## src/design/assert_macros.svh

```systemverilog
// ----------------------------------------------------------------------------
// Assertion macros
// Concurrent assertion wrappers, compiled out for synthesis.
// ----------------------------------------------------------------------------
`ifndef ASSERT_MACROS_SVH
`define ASSERT_MACROS_SVH

`ifndef SYNTHESIS
// Property must hold at every clock edge outside reset.
`define ASSERT_HOLDS(label, clk, rst, prop) \
  label: assert property (@(posedge clk) disable iff (rst) (prop)) \
    else $error("assertion failed: property does not hold");
// Expression must never be true outside reset.
`define ASSERT_NEVER(label, clk, rst, expr) \
  label: assert property (@(posedge clk) disable iff (rst) !(expr)) \
    else $error("assertion failed: forbidden condition seen");
`else
`define ASSERT_HOLDS(label, clk, rst, prop)
`define ASSERT_NEVER(label, clk, rst, expr)
`endif

`endif

```

## src/design/crcx_pkg.sv

```systemverilog
// ----------------------------------------------------------------------------
// crcx_pkg
// Shared constants, types and functions of the escaped CRC-16 block.
// ----------------------------------------------------------------------------
`timescale 1ns / 1ps
`default_nettype none

package crcx_pkg;

  localparam int unsigned CrcWidth  = 16;
  localparam int unsigned ByteWidth = 8;
  localparam int unsigned NibWidth  = 4;

  localparam logic [CrcWidth-1:0]  CrcPoly   = 16'h1021;
  localparam logic [CrcWidth-1:0]  CrcInit   = 16'h0000;
  localparam logic [NibWidth-1:0]  NibMask   = 4'hf;

  // framing characters that must not show up in a CRC byte
  localparam logic [ByteWidth-1:0] FrameParen = 8'h28;
  localparam logic [ByteWidth-1:0] FrameCr    = 8'h0d;
  localparam logic [ByteWidth-1:0] FrameLf    = 8'h0a;

  typedef logic [CrcWidth-1:0]  crc_t;
  typedef logic [ByteWidth-1:0] byte_t;
  typedef logic [NibWidth-1:0]  nib_t;

  typedef struct packed {
    crc_t folded;   // running value with the byte folded in
    crc_t escaped;  // folded value with both bytes escaped
  } fold_res_t;

  // CRC of one nibble placed at the top of a zero register
  function automatic crc_t nib_table(input nib_t idx);
    crc_t c;
    c = {idx, 12'h000};
    for (int i = 0; i < NibWidth; i++) begin
      if (c[CrcWidth-1]) begin
        c = {c[CrcWidth-2:0], 1'b0} ^ CrcPoly;
      end else begin
        c = {c[CrcWidth-2:0], 1'b0};
      end
    end
    return c;
  endfunction

  function automatic crc_t nib_step(input crc_t crc, input nib_t nib);
    nib_t idx;
    idx = (crc[CrcWidth-1 -: NibWidth] ^ nib) & NibMask;
    return {crc[CrcWidth-NibWidth-1:0], {NibWidth{1'b0}}} ^ nib_table(idx);
  endfunction

  function automatic byte_t escape_byte(input byte_t b);
    if (b == FrameParen || b == FrameCr || b == FrameLf) begin
      return b + byte_t'(1);
    end
    return b;
  endfunction

endpackage

`default_nettype wire

```

## src/design/crcx_if.sv

```systemverilog
// ----------------------------------------------------------------------------
// crcx interfaces
// Valid/ready channels for message bytes and escaped CRC results.
// ----------------------------------------------------------------------------
`timescale 1ns / 1ps
`default_nettype none

interface crcx_msg_if;
  logic                 valid;
  logic                 ready;
  crcx_pkg::byte_t      data_byte;
  logic                 last_byte;

  modport source (output valid, output data_byte, output last_byte, input ready);
  modport sink   (input valid, input data_byte, input last_byte, output ready);
endinterface

interface crcx_res_if;
  logic                 valid;
  logic                 ready;
  crcx_pkg::crc_t       crc_value;

  modport source (output valid, output crc_value, input ready);
  modport sink   (input valid, input crc_value, output ready);
endinterface

`default_nettype wire

```

## src/design/crcx_fold.sv

```systemverilog
// ----------------------------------------------------------------------------
// crcx_fold
// Folds one byte into the running CRC, high nibble first, and escapes both result bytes.
// ----------------------------------------------------------------------------
`timescale 1ns / 1ps
`default_nettype none

module crcx_fold (
  input  var crcx_pkg::crc_t      crc,
  input  var crcx_pkg::byte_t     data_byte,
  output var crcx_pkg::fold_res_t res
);

  crcx_pkg::crc_t mid;
  crcx_pkg::crc_t folded;

  always_comb begin
    mid    = crcx_pkg::nib_step(crc, data_byte[7:4]);
    folded = crcx_pkg::nib_step(mid, data_byte[3:0]);
    res.folded  = folded;
    res.escaped = {crcx_pkg::escape_byte(folded[15:8]),
                   crcx_pkg::escape_byte(folded[7:0])};
  end

endmodule

`default_nettype wire

```

## src/design/crc16_xmodem_escaped.sv

```systemverilog
// ----------------------------------------------------------------------------
// crc16_xmodem_escaped
// Byte-serial CRC-16 (poly 0x1021, init 0) with escaped result bytes.
// ----------------------------------------------------------------------------
//  channel | dir | payload                       | accepted when
//  msg     | in  | data_byte[7:0], last_byte     | msg.valid && msg.ready
//  crc     | out | crc_value[15:0] (hi in 15:8)  | crc.valid && crc.ready
//
//  One byte per cycle unless a stalled result holds a last byte: a byte sits in
//  the input register, then is folded into the running CRC (two nibble table
//  steps) on the way out; a last byte's result then goes to the result register.
//  rst (synchronous) clears the running CRC and both valid flags.
//  A stalled result holds a last byte in the input register, and with it the
//  bytes behind it; non-final bytes ahead of it keep flowing.
// ----------------------------------------------------------------------------
`timescale 1ns / 1ps
`default_nettype none

`include "assert_macros.svh"

module crc16_xmodem_escaped (
  input  wire        clk,
  input  wire        rst,
  crcx_msg_if.sink   msg,
  crcx_res_if.source crc
);

  // input register
  logic                s1_valid;
  crcx_pkg::byte_t     s1_data;
  logic                s1_last;
  logic                s1_advance;

  crcx_pkg::crc_t      running_crc;
  crcx_pkg::fold_res_t fold;

  // result register
  logic                out_valid;
  crcx_pkg::crc_t      out_crc;

  crcx_fold u_fold (
    .crc       (running_crc),
    .data_byte (s1_data),
    .res       (fold)
  );

  // a non-final byte needs no result slot
  assign s1_advance = s1_valid && (!s1_last || !out_valid || crc.ready);
  assign msg.ready  = !s1_valid || s1_advance;

  always_ff @(posedge clk) begin
    if (rst) begin
      s1_valid <= 1'b0;
    end else if (msg.ready) begin
      s1_valid <= msg.valid;
    end
  end

  always_ff @(posedge clk) begin
    if (msg.ready && msg.valid) begin
      s1_data <= msg.data_byte;
      s1_last <= msg.last_byte;
    end
  end

  always_ff @(posedge clk) begin
    if (rst) begin
      running_crc <= crcx_pkg::CrcInit;
    end else if (s1_advance) begin
      running_crc <= s1_last ? crcx_pkg::CrcInit : fold.folded;
    end
  end

  always_ff @(posedge clk) begin
    if (rst) begin
      out_valid <= 1'b0;
    end else if (s1_advance && s1_last) begin
      out_valid <= 1'b1;
    end else if (crc.ready) begin
      out_valid <= 1'b0;
    end
  end

  always_ff @(posedge clk) begin
    if (s1_advance && s1_last) begin
      out_crc <= fold.escaped;
    end
  end

  assign crc.valid     = out_valid;
  assign crc.crc_value = out_crc;

  `ASSERT_HOLDS(a_clear_after_end, clk, rst,
    (s1_advance && s1_last) |=> (running_crc == crcx_pkg::CrcInit))
  `ASSERT_NEVER(a_no_frame_low, clk, rst,
    out_valid && (out_crc[7:0] == crcx_pkg::FrameParen ||
    out_crc[7:0] == crcx_pkg::FrameCr || out_crc[7:0] == crcx_pkg::FrameLf))
  `ASSERT_NEVER(a_no_frame_high, clk, rst,
    out_valid && (out_crc[15:8] == crcx_pkg::FrameParen ||
    out_crc[15:8] == crcx_pkg::FrameCr || out_crc[15:8] == crcx_pkg::FrameLf))
  `ASSERT_HOLDS(a_stage_holds, clk, rst,
    (s1_valid && !s1_advance) |=> (s1_valid && $stable(s1_data) && $stable(running_crc)))

endmodule

`default_nettype wire
```

## src/flat_wrapper.sv

```systemverilog
// flat-port wrapper written by rule: the top's interface ports become plain ports
module crc16_xmodem_escaped_flat 
  (clk, rst, msg_valid, msg_data_byte, msg_last_byte, msg_ready, crc_valid, crc_crc_value, crc_ready);
  crcx_msg_if msg_i ();
  crcx_res_if crc_i ();
  input  wire clk;
  input  wire rst;
  input wire logic [$bits(msg_i.valid)-1:0] msg_valid;
  input wire logic [$bits(msg_i.data_byte)-1:0] msg_data_byte;
  input wire logic [$bits(msg_i.last_byte)-1:0] msg_last_byte;
  output wire logic [$bits(msg_i.ready)-1:0] msg_ready;
  output wire logic [$bits(crc_i.valid)-1:0] crc_valid;
  output wire logic [$bits(crc_i.crc_value)-1:0] crc_crc_value;
  input wire logic [$bits(crc_i.ready)-1:0] crc_ready;
  assign msg_i.valid = msg_valid;
  assign msg_i.data_byte = msg_data_byte;
  assign msg_i.last_byte = msg_last_byte;
  assign msg_ready = msg_i.ready;
  assign crc_valid = crc_i.valid;
  assign crc_crc_value = crc_i.crc_value;
  assign crc_i.ready = crc_ready;
  crc16_xmodem_escaped u_core (.clk(clk), .rst(rst), .msg(msg_i), .crc(crc_i));
endmodule
```

## config.mk

```make
export PLATFORM = sky130hd
export DESIGN_NAME = crc16_xmodem_escaped_flat
export DESIGN_NICKNAME = d
export VERILOG_FILES = /design/src/design/crcx_pkg.sv /design/src/design/crcx_if.sv /design/src/design/crcx_fold.sv /design/src/design/crc16_xmodem_escaped.sv /design/src/flat_wrapper.sv
export VERILOG_INCLUDE_DIRS = /design/src /design/src/design
export SDC_FILE = /design/constraint.sdc
export NUM_CORES = 1
export LEC_CHECK = 0
export ABC_AREA = 1
export BUFFER_PORTS_ARGS = -buffer_cell sky130_fd_sc_hd__buf_4
export CORE_AREA = 4 4 90 109
export CTS_CLUSTER_SIZE = 14
export DETAILED_ROUTE_END_ITERATION = 7
export DIE_AREA = 0 0 94 113
export PLACE_DENSITY_LB_ADDON = 0.08
export SYNTH_ARGS = -nofsm -noshare
export SYNTH_HDL_FRONTEND = slang
export SYNTH_SLANG_ARGS = --single-unit
```

## constraint.sdc

```tcl
create_clock -name clk -period 4.09 [get_ports clk]
set_input_delay 0.409 -clock clk [delete_from_list [all_inputs] [get_ports clk]]
set_output_delay 0.409 -clock clk [all_outputs]
set_load 0.005 [all_outputs]
```

# Word-level counts from Yosys, hierarchy flattened
# Index checks and enable logic that the tools add are counted.
dict set report op_classes {
  n_addsub 2
  n_eq_ne 6
  n_mux 17
  n_bitwise 10
  reduce_logical 14
}
# operator count
set ops {}
lappend ops {{$mux 13} 8}
lappend ops {{$eq 8x4->1 const B} 4}
lappend ops {{$mux 8} 4}
lappend ops {{$xor 16x16->16} 2}
lappend ops {{$not 3->3} 6}
lappend ops {{$add 8x1->8 const B} 2}
lappend ops {{$eq 8x6->1 const B} 2}
lappend ops {{$mux 16} 1}
lappend ops {{$xor 4x4->4} 2}
lappend ops {{$logic_or 1x1->1} 7}
lappend ops {{$mux 1} 4}
lappend ops {{$logic_and 1x1->1} 3}
lappend ops {{$logic_not 1->1} 3}
lappend ops {{$reduce_bool 2->1} 1}
dict set report totals {
  register_bits 43
  input_bits 13
  output_inout_bits 18
  wordCells 55
}

# Longest topological paths before layout
# Gate-level depths: netlist of the first run.
dict set report depth {
  word_depth 23
  mapped_depth 13
  depth_no_buf 13
}

# Hierarchy
# Synthesis of the first run repeated with hierarchy kept, for this count alone.
dict set report unflattened {
  cells_unflattened 304
  area_unflattened_um2 2426.1
}
# mod instances cells_each area_per_inst_um2 seq_area_each_um2
set by_module_without_submodules {}
lappend by_module_without_submodules {crc16_xmodem_escaped 1 111 1435.1 1111.1}
lappend by_module_without_submodules {crcx_fold 1 193 991.0 0.0}

# Least setup slack after synthesis of the first run
# Ideal clock, no wire load.
dict set report synth_timing {
  path_type {reg-to-reg}
  startpoint {register u_core.s1_data[4]}
  endpoint {register u_core.out_crc[0], in the netlist u_core.crc.crc_value[0] (data pin)}
  setup_ns 0.252
  arrival_time_ns 1.317
  required_ns 3.838
  slack_ns 2.521
  path_stages_with_launch 13
  n_path_buf 0
  period_less_slack_ns 1.569
  cell_sequence {edfxtp_1 -> inv_1 -> nand2_1 -> nand2_2 -> clkinv_2 -> nand2_2 -> nand2_8 -> xor2_4 -> nand2_1 -> o21ai_2 -> nand2_2 -> nand2_1 -> nand2_1}
}
# item line
set synth_lines {}
lappend synth_lines {{start, declared} crc16_xmodem_escaped.sv:30} ;# crcx_pkg::byte_t s1_data;
lappend synth_lines {{start signal, assigned} crc16_xmodem_escaped.sv:61} ;# s1_data <= msg.data_byte;
lappend synth_lines {{end signal, assigned} crc16_xmodem_escaped.sv:86} ;# out_crc <= fold.escaped;
lappend synth_lines {{end, declared} crc16_xmodem_escaped.sv:39} ;# crcx_pkg::crc_t out_crc;

==> run metrics, run 1 <==
DRT antenna net count=0; Hold Path Origin=msg_last_byte; CP most frequent cell=nand2_1; global route total overflow=0; die width=94 microns; total negative setup slack=0 ns; commonest non-fill, non-tap cell in the layout=nand2_1; Post-synth top flop=edfxtp_1; All-Layer GR Usage=0.0955; largest net degree at the start of global routing=19; Post-Synth Simple-Gate Area=0.301; H-tree levels=2; Avg Cell Area, Syn=8.57 sq um; Root Driver=clkbuf_8; Max Cap Viol=0; setup bufs post-CTS=0; Worst R2R Start=u_core.s1_data[7]; post-synthesis xor/xnor area fraction=0.0494; nets=294; syn nets=261; WHS Path Cells=1; slowest CP cell=edfxtp_1; status=completed; ys async rst share=0; Hold Path Class=in2reg; Iter 0 DRT Violations=56; clk buf depth=2; WS Path Type=reg2reg; Post-synth EDFFs=25; worst skew pair latency=0.30 ns; CP peak stage delay=0.41 ns; Max Clock Skew=0.00857 ns; WL per Instance=11.9 microns; first-pass GRT wire length=7.85 mm; clock sink count=43; Setup violations, final=0; capturing point of the worst reg2reg path=u_core.crc.crc_value[8]; PostCTS Resize Cnt=0; share of cells above drive strength 1=0.241; main combinational cell family by area after synthesis=simple AND/OR/NAND/NOR gates; post-synthesis compound-gate area fraction=0.0636; Port-buffer cells=30; Post-Syn Area=0.00213 sq mm; Tightest Pin Transition=0.754 ns; FF-to-FF setup slack=2.22 ns; Crit Path Max Fanout=7; initial antenna violation count=0; RSZ-0062 raised after global routing=false; startpoint types=register; vias=1610; worst vdd ir=0.129 mV; Reg2Reg Depth=12; core box area=0.00884 sq mm; Post-Synth Adder-Cell Area=0; mux share of post-synthesis cell area=0; DIE AREA=0.0106 sq mm; P&R area growth vs syn=22.4%; final hold vios=0; dpl hpwl=3.54 mm; Pre-antenna DRT Iters=4; I/O pin count=31; total CTS buffers=5; CP Capture Type=register; ANT cells=0; worst hold endpoint=u_core.s1_last; gpl congestion=0.750; Clock transition at path regs=0.09 ns; chip height=113 microns; period utilisation layout=0.458; Syn Inst Count=248; post-synthesis sequential area ratio=0.523; Period minus WS final=1.87 ns; cts hold-fix bufs=0; number of synthesized register bits=43; CTS tree=built; library cells used by synthesis=28; CP cell instances=inv_1 > nand2_1 > nand2_1 > nand2_1 > nand2_4 > nand2_1 > nand2_1 > nand2_1 > nand3_1 > nand3_1 > nand2_1 > nand2_1; Initial Util=0.240; worst hold slack=0.283 ns; Lkg Pwr=1.08 nW; PD cells=383 mW/mm^2; vias per inst=4.00; DRC Markers=0; most frequent cells in the layout=nand2_1, buf_4, inv_1; vias in the first global route=1527; relative slew slack=0.497; Slew Limit Fails=0; row cnt=38; worst path arrival time=1.94 ns; critical path required time=4.16 ns; Post-Route WL=4.78 mm; Synth warnings=0; Fmax=534 MHz
## Yosys cell counts (2+ instances only)
master	number	area [sq um]
edfxtp_1	25	751
nand2_1	92	345
a21oi_1	19	95.1
xor2_1	4	35.0
clkbuf_1	3	11.3
dfxtp_1	18	360
nor2_1	3	11.3
inv_2	3	11.3
nand3_1	16	80.1
nand2_2	14	87.6
nand3b_1	4	30.0
xnor2_1	3	26.3
inv_1	27	101
nand2_4	2	22.5
nand4_1	2	12.5
## critical path: cells and delay by family (launching register included)
family	cells	cell delay, ns
and+or+nand+nor	11	1.15
DFF	1	0.41
buffers and inverters	1	0.09
## metal layers
| metal | part of all wire | vias up | global-route usage |
|---|---|---|---|
| met5 | 0 | - | 0 |
| met4 | 0.015 | 0 | 0.0347 |
| met3 | 0.039 | 5 | 0.0226 |
| met2 | 0.48 | 32 | 0.159 |
| met1 | 0.47 | 718 | 0.120 |
| li1 | - | 855 | - |
## layout make-up
| cell class | count | area, sq um |
|---|---|---|
| repair buffers | 30 | 225 |
| multi-input cells | 170 | 881 |
| flip-flops and latches | 43 | 1110 |
| well taps | 120 | 150 |
| clock buffers | 6 | 82.6 |
| clock inverters | 2 | 35.0 |
| inverters | 31 | 118 |
| fillers | 964 | 6240 |
## stage by stage
stage	utilization	power (W)	instance area, sq um	setup slack, ns	std cells
2_1_floorplan	-	0.000611	2130	2.52	248
3_3_place_gp	0.281	0.000663	2480	2.20	394
3_5_place_dp	0.281	0.000663	2480	2.19	394
4_1_cts	0.294	0.00101	2600	2.19	402
5_1_grt	0.294	0.00105	2600	1.93	402
6_report	0.294	0.000996	2600	2.22	402
## kinds of logic (layout without fill, tap and decap cells)
family | after synthesis | after routing
buf+inv | 35 | 69
flops | 43 | 43
xor+xnor | 9 | 9
compound gates | 23 | 23
simple gates | 138 | 138
## report_power, final
group | switching (W) | internal [W] | total (W)
Sequential | 0.0000108 | 0.000481 | 0.000492
Clock | 0.000149 | 0.000198 | 0.000347
Combinational | 0.000101 | 0.0000564 | 0.000157
## state kept, by name, summed over array words and instances (netlist names)
register,count
u_core.s1_valid,1
u_core.running_crc,16
u_core.crc.crc_value,16
u_core.s1_last,1
u_core.s1_data,8
u_core.crc.valid,1
## how the worst max path moves through the flow
stage	slack, ns	from	to
after floorplan	2.52	u_core.s1_data[4]	u_core.crc.crc_value[0]
after global placement	2.20	u_core.s1_data[7]	u_core.crc.crc_value[8]
after detailed placement	2.19	crc_ready	u_core.crc.valid
after CTS	2.19	u_core.s1_data[7]	u_core.crc.crc_value[8]
after global routing	1.93	u_core.s1_data[7]	u_core.crc.crc_value[8]
final	2.22	u_core.s1_data[7]	u_core.crc.crc_value[8]
No activity file was read; power rests on OpenSTA's default activity.
==> run 2: changes to the inputs <==
Clock period 4.09 ns to 1.5 ns, I/O delays scaled along.
==> run 2 against run 1 <==
The flow now finishes with violations (negative setup slack). Critical path depth shrank 3. Die area is the same. Power grew to 3.0 times the previous value. Critical path type unchanged. Register-to-register slack lost 2.3 ns.
==> run metrics, run 2 (same netlist as run 1, synthesis figures left out) <==
share of cells above drive strength 1=0.513 (was 0.241); cts hold-fix bufs=0 (unchanged); WS Path Type=reg2reg (unchanged); H-tree levels=2 (unchanged); die width=94 microns (unchanged); worst hold slack=0.0236 ns (was 0.283 ns); failing checks=negative setup slack; core box area=0.00884 sq mm (unchanged); Port-buffer cells=30 (unchanged); DIE AREA=0.0106 sq mm (unchanged); crit-path leading delay family=simple AND/OR/NAND/NOR gates (unchanged); relative slew slack=0.823 (was 0.497); PD cells=910 mW/mm^2 (was 383 mW/mm^2); area of the multi-input gates=0.00112 sq mm (was 881 sq um); Max Clock Skew=0.0122 ns (was 0.00857 ns); worst setup margin=-0.130 ns (was 2.22 ns); DRT antenna net count=0 (unchanged); Max Cap Viol=0 (unchanged); Setup violations, final=7 (was 0); Crit Path Max Fanout=5 (was 7); Post-Route WL=5.38 mm (was 4.78 mm); critical path required time=1.57 ns (was 4.16 ns); CP Capture Type=register (unchanged); gpl congestion=0.769 (was 0.750); worst hold endpoint=u_core.s1_data[3] (was u_core.s1_last); startpoint types=register (unchanged); total CTS buffers=5 (unchanged); Crit path buffers/inverters=0 (was 1); RSZ-0062 raised after global routing=true (was false); Initial Util=0.240 (unchanged); clock sink count=43 (unchanged); slowest CP cell=edfxtp_1 (unchanged); Storage cell area=0.00111 sq mm (about the same); P&R area growth vs syn=56.1% (was 22.4%); WHS Path Cells=1 (unchanged); status=finished with violations (was completed); vias=1808 (was 1610); nets=351 (was 294); global route total overflow=0 (unchanged); first-pass GRT wire length=8.50 mm (was 7.85 mm); Slew Limit Fails=0 (unchanged); Period minus WS final=1.63 ns (was 1.87 ns); worst skew pair latency=0.30 ns (about the same); All-Layer GR Usage=0.104 (was 0.0955); worst vdd ir=0.354 mV (was 0.129 mV); vias in the first global route=1791 (was 1527); Final Power=0.00302 W (was 0.000996 W); CTS tree=built (unchanged); row cnt=38 (unchanged); most frequent cells in the layout=buf_4, nand2_1, nand2_2 (was nand2_1, buf_4, inv_1); Root Driver=clkbuf_8 (unchanged); clk buf depth=2 (unchanged); CP peak stage delay=0.47 ns (was 0.41 ns); initial antenna violation count=0 (unchanged); Tightest Pin Transition=0.265 ns (was 0.754 ns); final hold vios=0 (unchanged); Hold Path Class=in2reg (unchanged); Worst R2R Start=u_core.s1_data[0] (was u_core.s1_data[7]); Fillers=958 (was 964); Iter 0 DRT Violations=56 (unchanged); chip height=113 microns (unchanged); I/O pin count=31 (unchanged); CP most frequent cell=nand2_1 (unchanged); DRC Markers=0 (unchanged); largest net degree at the start of global routing=19 (unchanged); CP cell instances=xnor2_2 > nand2_2 > nand2_8 > xor2_4 > nand2_1 > o21ai_2 > nand2_2 > nand2_1 > nand2_1 (was inv_1 > nand2_1 > nand2_1 > nand2_1 > nand2_4 > nand2_1 > nand2_1 > nand2_1 > nand3_1 > nand3_1 > nand2_1 > nand2_1); Pre-antenna DRT Iters=4 (unchanged); commonest non-fill, non-tap cell in the layout=buf_4 (was nand2_1); worst path arrival time=1.70 ns (was 1.94 ns); Lkg Pwr=1.42 nW (was 1.08 nW); FF-to-FF setup slack=-0.13 ns (was 2.22 ns); Fmax=614 MHz (was 534 MHz); Clock transition at path regs=0.09 ns (about the same); vias per inst=3.94 (was 4.00); period utilisation layout=1.09 (was 0.458); cell depth of the worst setup path=9 (was 12); dpl hpwl=3.86 mm (was 3.54 mm); Hold Path Origin=msg_data_byte[3] (was msg_last_byte); Reg2Reg Depth=9 (was 12); ANT cells=0 (unchanged); total negative setup slack=-0.610 ns (was 0 ns); WL per Instance=11.7 microns (was 11.9 microns); capturing point of the worst reg2reg path=u_core.crc.crc_value[0] (was u_core.crc.crc_value[8])
## run 2: per-stage QoR
step	setup WS, ns	utilization	cell area (sq um)	cells
2_1_floorplan	-0.0479	-	2140	248
3_3_place_gp	-0.172	0.322	2840	436
3_5_place_dp	-0.183	0.322	2840	436
4_1_cts	-0.146	0.346	3060	449
5_1_grt	-0.264	0.375	3320	459
6_report	-0.130	0.375	3320	459
## run 2: worst max path at each step
stage	to	from	slack (ns)
after floorplan	u_core.crc.crc_value[0]	u_core.s1_data[4]	-0.05
after global placement	u_core.crc.crc_value[0]	u_core.s1_data[4]	-0.17
after detailed placement	u_core.crc.crc_value[0]	u_core.s1_data[4]	-0.18
after CTS	u_core.crc.crc_value[0]	u_core.s1_data[1]	-0.15
after global routing	u_core.crc.crc_value[1]	u_core.s1_data[3]	-0.26
final	u_core.crc.crc_value[0]	u_core.s1_data[0]	-0.13
## run 2: layer usage
layer | GRT usage | routed length (microns) | vias to the layer above
li1 | - | - | 964
met1 | 0.126 | 2430 | 809
met2 | 0.180 | 2670 | 30
met3 | 0.0266 | 206 | 5
met4 | 0.0318 | 74 | 0
met5 | 0 | 0 | -
## run 2: timing repair
| item | in CTS | in global routing |
|---|---|---|
| endpoints found under the setup margin | 7 | 17 |
| endpoints found under the hold margin | 0 | 0 |
| resized for setup | 19 | 47 |
| pin swaps | 6 | 35 |
| buffers inserted | 5 | 10 |
## run 2: area by class of cell
class	count	area share
clock buffer	7	0.0230
clock inverter	1	0.00905
inverter	31	0.0385
multi-input combinational	170	0.338
sequential	43	0.336
tap	120	0.0452
timing repair buffer	87	0.210
## run 2: report_power, final
| group | leakage, nW | switching (W) | internal (W) |
|---|---|---|---|
| logic | 0.983 | 0.000382 | 0.000392 |
| registers | 0.383 | 0.0000320 | 0.00131 |
| clock network | 0.0524 | 0.000402 | 0.000499 |
==> run 3: changes to the inputs <==
Clock period 1.5 ns to 1.6 ns, I/O delays scaled along.
==> run 3 against run 2 <==
The flow still finishes with violations (negative setup slack). Non-clock buffer count decreased by 12. Sequential power decreased by 6%. Clock power down 15%. Critical path depth up 2. Cell area is 5.3% lower. Power is 12% lower. Global-route usage is 0.15 points higher. Combinational power down 18%. Routed wire length fell by 4.8%. Utilization down 2.0 points. Largest cell class is now sequential cells.
==> run metrics, run 3 (same netlist as run 1, synthesis figures left out) <==
PD cells=848 mW/mm^2 (was 910 mW/mm^2); slowest CP cell=edfxtp_1 (unchanged); H-tree levels=2 (unchanged); die width=94 microns (unchanged); commonest non-fill, non-tap cell in the layout=nand2_1 (was buf_4); combinational group share of total power=0.239 (was 0.256); Clock transition at path regs=0.08 ns (was 0.09 ns); ANT cells=0 (unchanged); Pint=0.00194 W (was 0.00220 W); Crit Path Max Fanout=4 (was 5); global route total overflow=0 (unchanged); CTS tree=built (unchanged); cts hold-fix bufs=0 (unchanged); Clock power frac=0.288 (was 0.298); CP peak stage delay=0.39 ns (was 0.47 ns); relative slew slack=0.834 (was 0.823); vias=1768 (was 1808); row cnt=38 (unchanged); Max Cap Viol=0 (unchanged); final hold vios=0 (unchanged); P&R area growth vs syn=47.8% (was 56.1%); Fmax=607 MHz (was 614 MHz); Setup violations, final=4 (was 7); Seq pwr share=0.474 (was 0.445); largest net degree at the start of global routing=19 (unchanged); switching share of power=0.272 (was 0.270); clk buf depth=2 (unchanged); most frequent cells in the layout=nand2_1, buf_4, nand2_2, edfxtp_1, inv_1 (was buf_4, nand2_1, nand2_2); worst vdd ir=0.323 mV (was 0.354 mV); I/O pin count=31 (unchanged); area of the multi-input gates=0.00103 sq mm (was 0.00112 sq mm); chip height=113 microns (unchanged); status=finished with violations (unchanged); DRT antenna net count=0 (unchanged); RSZ-0062 raised after global routing=true (unchanged); core box area=0.00884 sq mm (unchanged); Fillers=958 (unchanged); initial antenna violation count=0 (unchanged); Port-buffer cells=30 (unchanged); clock sink count=43 (unchanged); first-pass GRT wire length=8.63 mm (was 8.50 mm); gpl congestion=0.750 (was 0.769); Max Clock Skew=0.00615 ns (was 0.0122 ns); Lkg Pwr=1.34 nW (was 1.42 nW); CP Capture Type=register (unchanged); Tightest Pin Transition=0.249 ns (was 0.265 ns); Root Driver=clkbuf_8 (unchanged); startpoint types=register (unchanged); total CTS buffers=5 (unchanged); Slew Limit Fails=0 (unchanged); period utilisation layout=1.03 (was 1.09); Hold Path Class=in2reg (unchanged); P_sw=0.000725 W (was 0.000816 W); Initial Util=0.240 (unchanged); share of cells above drive strength 1=0.446 (was 0.513); worst setup margin=-0.0466 ns (was -0.130 ns); DIE AREA=0.0106 sq mm (unchanged); vias in the first global route=1777 (was 1791); dpl hpwl=3.78 mm (was 3.86 mm); DRC Markers=0 (unchanged); Final Power=0.00267 W (was 0.00302 W); worst path arrival time=1.71 ns (was 1.70 ns); Iter 0 DRT Violations=79 (was 56); failing checks=negative setup slack (unchanged); All-Layer GR Usage=0.105 (was 0.104); WL per Instance=11.4 microns (was 11.7 microns); worst skew pair latency=0.29 ns (was 0.30 ns); vias per inst=3.96 (was 3.94); total negative setup slack=-0.132 ns (was -0.610 ns); Pre-antenna DRT Iters=4 (unchanged); nets=339 (was 351); WS Path Type=reg2reg (unchanged); Storage cell area=0.00111 sq mm (about the same); critical path required time=1.66 ns (was 1.57 ns); Period minus WS final=1.65 ns (was 1.63 ns); CP cell instances=inv_1 > nand2_2 > nand2_4 > clkinv_4 > nand2_4 > nand2_8 > xor2_4 > o21ai_2 > nand2_2 > nand2_1 > nand2_1 (was xnor2_2 > nand2_2 > nand2_8 > xor2_4 > nand2_1 > o21ai_2 > nand2_2 > nand2_1 > nand2_1); Post-Route WL=5.12 mm (was 5.38 mm)
[run 3: changes by cell type in the layout (fill, tap and decap cells not counted), sizes merged]
cell,previous run,this run
bufinv,1,0
inv,29,30
buf,87,75
[run 3: critical path: cells and delay by family, from the launching register on]
kind / cells / cell delay, ns
XOR/XNOR: 1 / 0.16
AO/OA/AOI/OAI: 1 / 0.19
flip-flops: 1 / 0.39
buffers and inverters: 2 / 0.15
AND/OR/NAND/NOR: 7 / 0.51
[run 3: repair_timing]
action | 4_1_cts | 5_1_grt
setup buffers | 11 | 1
resized for setup | 21 | 21
endpoints found under the setup margin | 4 | 7
pin swaps | 14 | 11
[run 3: path summary, 6_finish.rpt]
path	startpoint	end	slack, ns	depth (start not counted)
setup / recovery	u_core.s1_data[4]	u_core.crc.crc_value[0]	-0.05	11
hold / removal	msg_data_byte[3]	u_core.s1_data[3]	0.03	1
setup reg to reg	u_core.s1_data[4]	u_core.crc.crc_value[0]	-0.05	11
hold reg to reg	u_core.running_crc[2]	u_core.running_crc[2]	0.49	2
[run 3: metrics by stage]
step	instances	utilization	worst slack [ns]	cell area, sq um	hold WS, ns
5_1_grt	447	0.355	-0.197	3140	0.0120
3_3_place_gp	427	0.313	-0.0962	2770	0.340
2_1_floorplan	248	-	0.0307	2130	0.259
3_5_place_dp	427	0.313	-0.114	2770	0.339
6_report	447	0.355	-0.0466	3140	0.0346
4_1_cts	446	0.347	-0.0737	3070	0.0188
[run 3: power groups by stage]
stage | combinational [W] | sequential (W) | clock [W]
floorplan | 0.000280 | 0.00128 | 0
global placement | 0.000537 | 0.00128 | 0
detailed placement | 0.000536 | 0.00129 | 0
CTS | 0.000615 | 0.00126 | 0.000815
global route | 0.000704 | 0.00127 | 0.000858
finish | 0.000636 | 0.00126 | 0.000767
[run 3: area by class of cell]
type	instances	area share
Clock buffer	7	0.0307
Clock inverter	1	0.00239
Inverter	31	0.0386
Multi-Input combinational cell	170	0.329
Sequential cell	43	0.354
Tap cell	120	0.0478
Timing Repair Buffer	75	0.198
[run 3: layer usage]
| metal | vias to the layer above | wire length (microns) | track usage | part of all wire |
|---|---|---|---|---|
| met5 | - | 0 | 0 | 0 |
| met1 | 798 | 2210 | 0.122 | 0.43 |
| met4 | 0 | 93 | 0.0376 | 0.018 |
| li1 | 939 | - | - | - |
| met2 | 25 | 2650 | 0.189 | 0.52 |
| met3 | 6 | 157 | 0.0226 | 0.031 |
